$ cat src/assert_macros.svh
// Assertion helpers shared by the AES-CTR RTL files.
// No dependencies; include by bare file name.
`ifndef ASSERT_MACROS_SVH
`define ASSERT_MACROS_SVH

// Same-cycle implication, disabled during reset.
`define AESCTR_ASSERT_IMP(lbl, clk, rst_n, ante, cons) \
    lbl: assert property (@(posedge clk) disable iff (!rst_n) (ante) |-> (cons)) \
        else $error("assertion failed");

// Next-cycle implication, disabled during reset.
`define AESCTR_ASSERT_NXT(lbl, clk, rst_n, ante, cons) \
    lbl: assert property (@(posedge clk) disable iff (!rst_n) (ante) |=> (cons)) \
        else $error("assertion failed");

`endif

$ cat src/aesctr_ram.sv
// Generic single-write, single-read RAM with registered read data.
// No dependencies.
module aesctr_ram #(
    parameter int unsigned WIDTH = 128,
    parameter int unsigned DEPTH = 11
) (
    input  logic                     i_clk,
    input  logic                     i_we,
    input  logic [$clog2(DEPTH)-1:0] i_waddr,
    input  logic [WIDTH-1:0]         i_wdata,
    input  logic [$clog2(DEPTH)-1:0] i_raddr,
    output logic [WIDTH-1:0]         o_rdata
);
    logic [WIDTH-1:0] r_mem [DEPTH];
    logic [WIDTH-1:0] r_rdata;

    always_ff @(posedge i_clk) begin
        if (i_we) begin
            r_mem[i_waddr] <= i_wdata;
        end
        r_rdata <= r_mem[i_raddr];
    end

    assign o_rdata = r_rdata;
endmodule

$ cat config.mk
export PLATFORM = sky130hd
export DESIGN_NAME = aesctr_ram
export DESIGN_NICKNAME = d
export VERILOG_FILES = /design/src/assert_macros.svh /design/src/aesctr_ram.sv
export SDC_FILE = /design/constraint.sdc
export NUM_CORES = 1
export LEC_CHECK = 0
export BUFFER_PORTS_ARGS = -buffer_cell sky130_fd_sc_hd__buf_2
export CAP_MARGIN = 20
export CORE_MARGIN = 2
export CORE_UTILIZATION = 37
export DETAILED_ROUTE_END_ITERATION = 10
export HOLD_SLACK_MARGIN = 0.12
export SKIP_LAST_GASP = 1
export SYNTH_ARGS = -nofsm -noshare
export SYNTH_HDL_FRONTEND = slang
export SYNTH_SLANG_ARGS = --single-unit
$ cat constraint.sdc
create_clock -name i_clk -period 24.4 [get_ports i_clk]
set_input_delay 4.88 -clock i_clk [delete_from_list [all_inputs] [get_ports i_clk]]
set_output_delay 4.88 -clock i_clk [all_outputs]
set_load 0.02 [all_outputs]
==> run summary <==
In this run, post-CTS hold repair placed 0 buffers. Counting along the longest clock path gives a buffer depth of 3. Row generation in the floorplan step produced 144 rows. The tools report the final-report hold violation count as 0.

The count of placed standard cells including taps was 5198. Clock-pin slew was measured on the worst setup and hold paths at 0.06 ns. The gate count of the mapped netlist was 3021. The placeable core area was 154000 sq um. Detailed routing inserted a total of 28700 vias.

For this run, the top clock speed supported by timing is 0.133 GHz. The final-layout setup total negative slack is 0 ns, and the global-route wire length before repair is 195 mm. The type of the worst setup path was input port to flip-flop. The flow ran to the end, and the final reports show no timing, DRC or antenna violations. The critical path data required time is 25.03 ns, and the maximum number of pins on one net before global-route repair is 170. The synthesized design contains 1536 register bits.

When the netlist entered floorplanning its net count stood at 3159. The clock arrives with 0.0404 ns of skew. The worst setup path is launched from an input port. Minimum clock period after layout: 7.51 ns. The run gives 28900 as the number of global-route vias before repair. The fraction of the yosys area taken by sequential cells was 0.780; the data arrival time of the critical path was 8.13 ns. Summing all non-filler instances in the final layout gives an area of 66500 sq um.

The width of the die came out at 398 um. The tools report the die area as 158000 sq um. TritonCTS built the clock tree.

Port buffering added 265 buffers. VDD sags by at most 0.0702 mV. By instance count, the cell type seen most on the critical path is sky130_fd_sc_hd__buf_12.

Setup repair after global routing left no endpoint under its margin. The portion of the clock cycle consumed by the worst path in the final layout came out at 0.308. The worst hold path belongs to the class flip-flop to flip-flop.

266 I/O pins were placed. The number of antenna violations at the first check in global routing came out at 44. The wire-length estimate of the detail-placed layout is 66.3 mm.

For this design, the sink count on the clock tree is 1536. The count of filler cells inserted in the layout came out at 13500. The slowest stage of the critical path is the sky130_fd_sc_hd__buf_12 cell. The tools report the endpoint class of the critical path as a flip-flop. The maximum fanout along the worst path was 169. For the worst-skew pair, the clock arrives at the later sink with an insertion delay of 0.81 ns. For the pin with the worst max-slew slack, the measured transition is 1.14 ns.

In this run the mean area of a mapped cell was 19.0 sq um. Routed wire length per instance: 24.6 um. The logs give 0.373 for the starting density of the core and 3457 for the number of nets in the layout.

On the worst path, the slowest cell contributes a delay of 0.81 ns. Setup slack on the critical path of the routed design comes to 16.89 ns. From synthesis to final layout, the design area changed by 15.7%. Dividing the detail-routed via count by the number of cells gives 5.22. Synthesis instantiated 20 different standard cells from the library. For this run, design rule violations remaining after detail routing come to 0. The count of final setup violators was 0.

Post-CTS timing repair inserted 0 buffers for setup. The remaining antenna violation count was 0; the total detailed-routing wirelength was 136 mm. For this run the aggregate overflow at the end of global routing stands at 0. Summing all placed instances gives a cell area of 60900 sq um. Across the run, the number of max-cap violations was 0.

The first routing iteration left 1961 violations. For the count of yosys warnings during synthesis, the log shows 0. Ratio of cells with drive above 1 in the final layout: 0.277. The tools report the clock tree root driver cell as sky130_fd_sc_hd__clkbuf_16.

In this run the static leakage power is 22.2 nW. Final-report max-slew violation count: 0. The first detailed-routing pass ran for 6 iterations. The number of gates resized after CTS was 0. Counting the buffers created by CTS gives 163. The post-layout instance count excluding filler cells was 5508; the overall global routing resource usage was 0.168.

The die is 398 um tall. The critical path goes through buf_8 > buf_12 > buf_12 > mux2_2 > o22ai_1 > o31ai_1. The end-of-flow core utilization is 0.431, and the post-place setup slack is 16.10 ns. The congestion estimate from routability-driven global placement came to 0.698. The power per cell area was 86.6 nW/um^2; the post-synthesis cell area was 57500 sq um.

In this run the number of H-tree levels came out at 4. The run gives 0.242 as the relative slew slack.
-- power by group --
group | internal (W) | switching [W] | total [W]
registers | 0.00294 | 0.0000244 | 0.00297
logic | 0.000105 | 0.000193 | 0.000297
clock network | 0.00145 | 0.00104 | 0.00249
total | 0.00450 | 0.00126 | 0.00576
-- layer usage --
metal,part of all wire,vias up,routed length [um],GRT usage
met3,0.065,220,8870,0.0388
met5,0.0016,-,222,0
met4,0.019,38,2640,0.0441
li1,-,12800,-,-
met1,0.46,14900,61900,0.240
met2,0.46,818,61900,0.258
-- flip-flops by register name, indices dropped and copies added, names as in the netlist --
signal	count
r_mem	1408
o_rdata	128
-- cells in the final DEF (no fill, tap or decap), types with 2 or more instances in the layout --
cell type	n
sky130_fd_sc_hd__a22o_1	128
sky130_fd_sc_hd__buf_12	4
sky130_fd_sc_hd__buf_2	262
sky130_fd_sc_hd__buf_4	48
sky130_fd_sc_hd__buf_8	3
sky130_fd_sc_hd__bufinv_16	12
sky130_fd_sc_hd__clkbuf_1	43
sky130_fd_sc_hd__clkbuf_16	165
sky130_fd_sc_hd__clkbuf_8	20
sky130_fd_sc_hd__clkinv_1	20
sky130_fd_sc_hd__clkinv_16	8
sky130_fd_sc_hd__clkinv_2	19
sky130_fd_sc_hd__clkinvlp_4	10
sky130_fd_sc_hd__dfxtp_1	128
sky130_fd_sc_hd__diode_2	8
sky130_fd_sc_hd__edfxtp_1	1408
sky130_fd_sc_hd__inv_16	4
sky130_fd_sc_hd__mux2_2	384
sky130_fd_sc_hd__mux2i_1	256
sky130_fd_sc_hd__nand2b_1	130
sky130_fd_sc_hd__nand3b_1	2
sky130_fd_sc_hd__nor2_4	9
sky130_fd_sc_hd__nor3_2	3
sky130_fd_sc_hd__o211ai_1	128
sky130_fd_sc_hd__o22ai_1	128
sky130_fd_sc_hd__o31ai_1	128
-- final timing paths --
kind / startpoint / end / slack, ns / cells after the start
min: r_mem[10][19]$_DFFE_PP_ / o_rdata[19]$_DFF_P_ / 0.55 / 3
min reg2reg: r_mem[10][19]$_DFFE_PP_ / o_rdata[19]$_DFF_P_ / 0.55 / 3
max: i_raddr[0] / o_rdata[68]$_DFF_P_ / 16.89 / 6
max reg2reg: r_mem[3][108]$_DFFE_PP_ / o_rdata[108]$_DFF_P_ / 23.08 / 3
-- cells in the mapped netlist --
master,instances,share of area
sky130_fd_sc_hd__o31ai_1,128,0.017
sky130_fd_sc_hd__nor2_1,9,0.00059
sky130_fd_sc_hd__buf_4,42,0.0055
sky130_fd_sc_hd__buf_6,13,0.0025
sky130_fd_sc_hd__buf_1,8,0.00052
sky130_fd_sc_hd__mux2i_1,256,0.045
sky130_fd_sc_hd__a22o_1,128,0.020
sky130_fd_sc_hd__nand3b_1,2,0.00026
sky130_fd_sc_hd__or3b_2,1,0.00015
sky130_fd_sc_hd__edfxtp_1,1408,0.74
sky130_fd_sc_hd__nand2b_1,131,0.014
sky130_fd_sc_hd__nor2b_1,1,0.00011
sky130_fd_sc_hd__dfxtp_1,128,0.045
sky130_fd_sc_hd__nor3_1,3,0.00026
sky130_fd_sc_hd__nand2_1,2,0.00013
sky130_fd_sc_hd__o22ai_1,128,0.014
sky130_fd_sc_hd__o211ai_1,128,0.017
sky130_fd_sc_hd__buf_2,28,0.0024
sky130_fd_sc_hd__mux2_2,384,0.075
sky130_fd_sc_hd__clkbuf_1,93,0.0061
-- stage by stage --
step | total power (W) | hold slack (ns)
5_1_grt | 0.00595 | 0.596
4_1_cts | 0.00582 | 0.555
3_5_place_dp | 0.00332 | 0.557
2_1_floorplan | 0.00320 | 0.539
6_report | 0.00576 | 0.552
3_3_place_gp | 0.00332 | 0.555
-- cell type report --
class                      count  area [sq um]  area share
sequential                  1536         44800       0.675
multi-input combinational   1301         11700       0.177
clock buffer                 228          4570      0.0687
tap                         2044          2560      0.0385
timing repair buffer         317          1800      0.0270
clock inverter                74           935      0.0141
antenna                        8          20.0    0.000301
-- cell families (layout without fill, tap and decap cells) --
logic type / count (synthesis) / count (layout) / synth area share
buffers and inverters: 184 / 619 / 0.0171
multiplexers: 640 / 640 / 0.120
flip-flops: 1536 / 1536 / 0.780
AND/OR/NAND/NOR: 149 / 149 / 0.0158
other: 0 / 8 / 0
AO/OA/AOI/OAI: 512 / 512 / 0.0669
-- worst max-delay path, delay by kind of cell --
| kind | cells | cell delay (ns) |
|---|---|---|
| AO/OA/AOI/OAI | 2 | 0.38 |
| buffers and inverters | 3 | 2.05 |
| multiplexers | 1 | 0.43 |
Power figures use the tool's default switching activity.
